File: config.mk
export PLATFORM = sky130hd
export DESIGN_NAME = hri_div
export DESIGN_NICKNAME = d
export VERILOG_FILES = /design/src/hw/rtl/halton_radical_inverse_assert.svh /design/src/hw/rtl/hri_pkg.sv /design/src/hw/rtl/hri_div.sv
export SDC_FILE = /design/constraint.sdc
export NUM_CORES = 2
export LEC_CHECK = 0
export ABC_AREA = 0
export BUFFER_PORTS_ARGS = -buffer_cell sky130_fd_sc_hd__buf_4
export CAP_MARGIN = 25
export CORE_MARGIN = 5
export CORE_UTILIZATION = 55
export CTS_CLUSTER_DIAMETER = 60
export DETAILED_ROUTE_END_ITERATION = 10
export GPL_TIMING_DRIVEN = 1
export PLACE_DENSITY = 0.71
export SYNTH_ARGS = -nofsm -noshare
export SYNTH_HDL_FRONTEND = slang
export SYNTH_SLANG_ARGS = --single-unit
File: constraint.sdc
create_clock -name clk -period 12.6 [get_ports clk]
set_clock_uncertainty 0.1 [all_clocks]
set_input_delay 2.52 -clock clk [delete_from_list [all_inputs] [get_ports clk]]
set_output_delay 2.52 -clock clk [all_outputs]
set_load 0.01 [all_outputs]
File: src/hw/rtl/halton_radical_inverse_assert.svh
// Assertion macros for the Halton radical inverse block.
// Used by the top level; empty when SYNTH is defined.
`ifndef HALTON_RADICAL_INVERSE_ASSERT_SVH
`define HALTON_RADICAL_INVERSE_ASSERT_SVH
`ifndef SYNTH
`define HRI_ASSERT_IMPL(lbl, clk, rst_n, a, c) \
  lbl: assert property (@(posedge clk) disable iff (!rst_n) (a) |-> (c)) \
    else $error("assertion failed");
`define HRI_ASSERT_NEXT(lbl, clk, rst_n, a, c) \
  lbl: assert property (@(posedge clk) disable iff (!rst_n) (a) |=> (c)) \
    else $error("assertion failed");
`else
`define HRI_ASSERT_IMPL(lbl, clk, rst_n, a, c)
`define HRI_ASSERT_NEXT(lbl, clk, rst_n, a, c)
`endif
`endif

File: src/hw/rtl/hri_pkg.sv
// Shared constants for the Halton radical inverse pipeline.
// No dependencies.
`default_nettype none
package hri_pkg;
  localparam int DIGIT_W = 7;
  localparam int SEL_W = 5;
  localparam int SEL_CODES = 32;
  localparam int DIM_W = 8;
  localparam int IDX_PORT_W = 32;

  // first 23 primes; codes 23..31 never selected
  localparam logic [DIGIT_W-1:0] PRIMES [SEL_CODES] = '{
    7'd2, 7'd3, 7'd5, 7'd7, 7'd11, 7'd13, 7'd17, 7'd19,
    7'd23, 7'd29, 7'd31, 7'd37, 7'd41, 7'd43, 7'd47, 7'd53,
    7'd59, 7'd61, 7'd67, 7'd71, 7'd73, 7'd79, 7'd83,
    7'd2, 7'd2, 7'd2, 7'd2, 7'd2, 7'd2, 7'd2, 7'd2, 7'd2
  };
endpackage
`default_nettype wire

File: src/hw/rtl/hri_div.sv
// Two-stage divide of a W-bit value by the selected prime: reciprocal
// multiply, then one correction step. Depends on hri_pkg.
`default_nettype none
module hri_div import hri_pkg::*; #(
  parameter int W = 32,
  parameter int SIDE_W = 1
) (
  input  wire logic              clk,
  input  wire logic              rst_n,
  input  wire logic              en,
  input  wire logic              in_valid,
  input  wire logic [W-1:0]      in_x,
  input  wire logic [SEL_W-1:0]  in_sel,
  input  wire logic [SIDE_W-1:0] in_side,
  output logic                   out_valid,
  output logic [W-1:0]           out_q,
  output logic [DIGIT_W-1:0]     out_r,
  output logic [SEL_W-1:0]       out_sel,
  output logic [SIDE_W-1:0]      out_side
);
  logic [W-1:0] recip_tab [SEL_CODES];

  for (genvar g = 0; g < SEL_CODES; g++) begin : g_recip
    localparam logic [63:0] RCP = (64'd1 << W) / PRIMES[g];
    assign recip_tab[g] = RCP[W-1:0];
  end

  logic              a_valid_r;
  logic [W-1:0]      a_x_r;
  logic [SEL_W-1:0]  a_sel_r;
  logic [SIDE_W-1:0] a_side_r;
  logic [2*W-1:0]    a_prod_r;
  logic [2*W-1:0]    a_prod_nxt;

  logic              b_valid_r;
  logic [W-1:0]      b_q_r;
  logic [DIGIT_W-1:0] b_r_r;
  logic [SEL_W-1:0]  b_sel_r;
  logic [SIDE_W-1:0] b_side_r;
  logic [W-1:0]      b_q_nxt;
  logic [DIGIT_W-1:0] b_r_nxt;

  logic [W-1:0] q0;
  logic [W-1:0] base_w;
  logic [W-1:0] rem;

  assign a_prod_nxt = {{W{1'b0}}, in_x} * {{W{1'b0}}, recip_tab[in_sel]};

  always_comb begin
    q0     = a_prod_r[2*W-1:W];
    base_w = W'(PRIMES[a_sel_r]);
    rem    = a_x_r - q0 * base_w;
    if (rem >= base_w) begin
      b_q_nxt = q0 + W'(1);
      b_r_nxt = DIGIT_W'(rem - base_w);
    end else begin
      b_q_nxt = q0;
      b_r_nxt = DIGIT_W'(rem);
    end
  end

  always_ff @(posedge clk) begin
    if (!rst_n) begin
      a_valid_r <= 1'b0;
      b_valid_r <= 1'b0;
    end else if (en) begin
      a_valid_r <= in_valid;
      b_valid_r <= a_valid_r;
    end
  end

  always_ff @(posedge clk) begin
    if (en) begin
      a_x_r    <= in_x;
      a_sel_r  <= in_sel;
      a_side_r <= in_side;
      a_prod_r <= a_prod_nxt;
      b_q_r    <= b_q_nxt;
      b_r_r    <= b_r_nxt;
      b_sel_r  <= a_sel_r;
      b_side_r <= a_side_r;
    end
  end

  assign out_valid = b_valid_r;
  assign out_q     = b_q_r;
  assign out_r     = b_r_r;
  assign out_sel   = b_sel_r;
  assign out_side  = b_side_r;
endmodule
`default_nettype wire

# == Word level (Yosys, flattened, before mapping) ==
# Memories as Yosys holds them, arrays and structs flattened.
# Index checks and enable logic that the tools add are counted.
# word_totals
ff_bits,149
romBits,1248
inputBits,42
out_inout_bits,46
word_cells,28
memories,2
# mem_list
memory,depth,word_bits,read_ports,rd_clocked_by_memory_dff,write_ports,line,text
(no name shown),32,32,1,0,0,hri_div.sv:47,"assign a_prod_nxt = {{W{1'b0}}, in_x} * {{W{1'b0}}, recip_tab[in_sel]};"
(no name shown),32,7,1,0,0,hri_div.sv:51,base_w = W'(PRIMES[a_sel_r]);
# op_classes
n_addsub,3
n_mul,2
order_cmp,3
n_mux,6
bitwise_logic,2
# op_table
cell,count
32-bit 2-to-1 mux,3
32-bit by 32-bit multiplier with 64-bit output,1
"32-bit by 1-bit adder with 32-bit output, second input constant",1
32-bit by 7-bit greater-or-equal comparator with 1-bit output,1
32-bit by 7-bit multiplier with 32-bit output,1
32-bit subtractor,1
7-bit 2-to-1 mux,3
"6-bit greater-or-equal comparator, second input constant",2
5-bit inverter with 6-bit output,2
7-bit subtractor,1

# == Logic depth before layout (Yosys ltp) ==
# depth
depth_word,8
mapped_depth,37
mapped_depth_nobuf,34

# == Least setup slack after synthesis ==
# OpenSTA, ideal clock, no wires.
# synth_timing
kind,input to register
from,in in_sel[0]
to,reg a_prod_r[61] (data pin)
setup_ns,0.266
arrival_ns,11.458
required_ns,12.234
path_slack_ns,0.776
path_stages,36
n_path_buf,3
path_cell_list,clkbuf_1 > inv_1 > ha_1 > clkbuf_1 > inv_1 > a211oi_1 > nor2_1 > a22oi_1 > nor2_1 > a211oi_1 > clkbuf_1 > nor2b_1 > fa_1 > fa_1 > fa_1 > inv_1 > fa_1 > inv_1 > fa_1 > fa_1 > fa_1 > inv_1 > fa_1 > inv_1 > ha_1 > a21oi_1 > o21ai_0 > a2111o_1 > a2111o_1 > a21oi_1 > o21ai_0 > and2_1 > a311o_1 > nand3_1 > o221ai_1 > xor2_1
# synth_via
elab_chain_cells,5
# synth_lines
element,line,text
from (decl),hri_div.sv:13,"input wire logic [SEL_W-1:0] in_sel,"
5-bit inverter with 6-bit output (implied by the code),hri_div.sv:47,
memory read 32 x 32 bit,n/a,
32-bit 2-to-1 mux (implied by the code) (2 in a row),hri_div.sv:47,
32-bit by 32-bit multiplier with 64-bit output,hri_div.sv:47,
named net a_prod_nxt[61],hri_div.sv:33,logic [2*W-1:0] a_prod_nxt;
to (signal assigned),hri_div.sv:77,a_prod_r <= a_prod_nxt;
to (decl),hri_div.sv:32,logic [2*W-1:0] a_prod_r;
# The timed path passes the listed nets, and every way through them passes these cells. The select of a mux whose other input is x is not followed.
# A chain may end at the register's enable or synchronous reset.

# == Final worst setup path ==
# layout_timing
from,in in_sel[4]
to,reg a_prod_r[61] (data pin)
# Same word-level chain as after synthesis.

==> qor.txt <==
outcome: finished clean
Routed Antenna Nets: 0
CP max-delay cell: a21o_1
synthesis-to-layout area growth: 5.37%
Total Routing Usage GR: 28.7%
Hold Fails Final Rpt: 0
via count: 33014
Setup CP Type: input pin to flip-flop
CTS tree: yes
f_max: 82.0 MHz
xor/xnor cell area share of the yosys netlist: 1.92%
complex-gate fraction of the synthesized area: 4.83%
Post-CTS Setup Bufs: 0
RSZ-0062 raised after global routing: no
FF-to-FF setup slack: 4.33 ns
WP data arrival: 12.30 ns
DRT iter0 DRCs: 2485
Worst Path Required: 12.70 ns
largest family of logic cells by synthesized area: adder cells
hold depth: 0
Worst-Margin Slew: 1.07 ns
Max Slew Vio Count: 0
CTS clk-pin slew, worst paths: 0.06 ns
Post-Synth Adder-Cell Area: 56.0%
pin count of the biggest net entering global routing: 84
die width: 296 um
most used cell, CP: fa_1
CTS Buf Count: 17
Post-Route WL: 122 mm
post-route setup TNS: 0 ns
hold buffers post-CTS: 0
routed len/inst: 20.7 um
Cell Area, Synth: 45000 sq um
Slew headroom: 28.6%
sequential share of the synthesized area: 7.76%
RR Endpoint: out_q[1]
layout cells sized above 1: 5.17%
initial core utilization: 55.2%
Nets: 6226
hold endpoint: out_side
vias in the first global route: 34991
asr flop ratio synth: 0%
endpoints failing setup: 0
Period Utilization, post-route: 96.8%
Yosys reg bits: 117
Synth Flop Type: edfxtp_1
Root Buffer: clkbuf_16
busiest grt layer: met2
GR Overflow Total: 0
commonest cells after routing, fill and taps aside: inv_1, fa_1, nand2_1, and2_1, ha_1
clock network latency to the later pin of the worst-skew pair: 0.45 ns
Max Cap Viol: 0
R2R cell count: 26
Final min period: 12.20 ns
GP Congestion: 0.944
multiplexer share of the synthesized area: 0.570%
1st-pass router iterations: 7
Syn Inst Count: 4898
port bufs: 87
crit-path max FO: 22
htree depth: 4
core outline area: 81600 sq um
worst setup path start: in_sel[4]
Ports: 88
M1 GR Usage: 41.3%
worst min-delay path category: flip-flop to flip-flop
Synth Net Count: 6321
simple-gate share of the synthesized area: 17.3%
Post-synth EDFFs: 115
worst hold start: a_side_r
met3 Use GR: 6.43%
die height: 296 um
Mean Syn Cell Area: 9.19 sq um
FF-to-FF Start: a_sel_r[1]
Synthesis Warnings: 0
clk sinks: 117
Yosys cell types: 77
CTS Buffer Depth: 2
HPWL Detailed: 92.9 mm
residual DRC count: 0
crit end category: flip-flop
first-pass GRT wire length: 196 mm
Critical Path Start Type: input pin
DR vias/cell: 5.61
initial antenna violation count: 5
die area: 87600 sq um
commonest non-fill, non-tap cell in the layout: inv_1
slowest stage delay, CP: 0.69 ns
row count: 105
global-route met2 utilization: 45.2%
[registers in the layout, summed over array words and instances, names as in the netlist]
signal and flops:
out_valid 1, out_side 1, out_r 7, a_valid_r 1
out_sel 5, a_x_r 32, a_side_r 1, out_q 32
a_sel_r 5, a_prod_r 32
[final cells by class]
class | instances | area [sq um]
Sequential cell | 117 | 3490
Clock buffer | 17 | 425
Antenna cell | 4 | 10.0
Multi-Input combinational cell | 3399 | 36500
Tap cell | 1070 | 1340
Clock inverter | 15 | 169
Timing Repair Buffer | 170 | 1330
Fill cell | 7085 | 34200
Inverter | 1098 | 4120
[worst max-delay path, delay by kind of cell]
family                   cells  cell delay, ns
AND/OR/NAND/NOR              5            0.83
buffers and inverters        6            1.16
AO/OA/AOI/OAI               10            3.11
XOR/XNOR                     1            0.16
adder cells (fa/ha/maj)      9            4.46
[worst max path at each step]
stage	to	cells after the start
after CTS	a_prod_r[63]	34
after global routing	a_prod_r[63]	36
after global placement	a_prod_r[63]	34
after floorplan	a_prod_r[61]	36
final	a_prod_r[61]	31
after detailed placement	a_prod_r[63]	34
[cell usage after synthesis (5+ instances only)]
cell type,count,area share [%]
a211oi_1,20,0.33
a21o_1,42,0.70
a21oi_1,97,1.1
a31oi_1,11,0.15
and2_1,516,7.2
and3_1,45,0.63
buf_1,5,0.042
clkbuf_1,273,2.3
edfxtp_1,115,7.7
fa_1,1058,47
ha_1,323,9.0
inv_1,1097,9.1
mux2_1,6,0.15
mux2_2,5,0.13
mux2i_1,11,0.24
nand2_1,692,5.8
nand2b_1,21,0.29
nand3_1,26,0.29
nand4_1,40,0.56
nor2_1,92,0.77
nor2b_1,76,1.1
nor3_1,21,0.23
o211ai_1,7,0.12
o21a_1,16,0.27
o21ai_0,70,0.78
o21ai_1,5,0.056
o21bai_1,7,0.12
o31ai_1,5,0.083
o32ai_1,6,0.12
or2_2,6,0.083
or3_1,6,0.083
xnor2_1,72,1.4
xor2_1,24,0.47
[cells by family after synthesis]
kind of cell / count (synthesis)
and+or+nand+nor: 1562
buffers and inverters: 1382
adders and majority gates: 1381
AOI/OAI and AO/OA: 336
DFF: 117
xor gates and xnor gates: 97
muxes: 23
[layer usage]
| metal | part of all wire [%] | vias to the layer above |
|---|---|---|
| li1 | - | 14329 |
| met3 | 10 | 200 |
| met2 | 45 | 1560 |
| met4 | 2.4 | 2 |
| met1 | 42 | 16923 |
| met5 | 0.0098 | - |
[per-stage QoR]
stage / std cells / hold slack [ns] / area (sq um) / util (%) / setup WS (ns)
finish: 5890 / 0.323 / 47400 / 58.1 / 0.398
global route: 5886 / 0.352 / 47400 / 58.1 / 0.0579
detailed placement: 5851 / 0.312 / 46800 / 57.3 / 0.0568
global placement: 5849 / 0.308 / 46700 / 57.3 / 0.195
floorplan: 4898 / 0.300 / 45000 / - / 0.776
CTS: 5883 / 0.326 / 47300 / 58.0 / 0.522
[timing repair]
action / in CTS / in global routing
setup endpoints to repair: 0 / 1
resized for setup: 0 / 1
hold endpoints to repair: 0 / 0
Power is left out: the tool's default activity adds up to more than one toggle a clock period on the data nets, which glitch-free logic cannot reach.
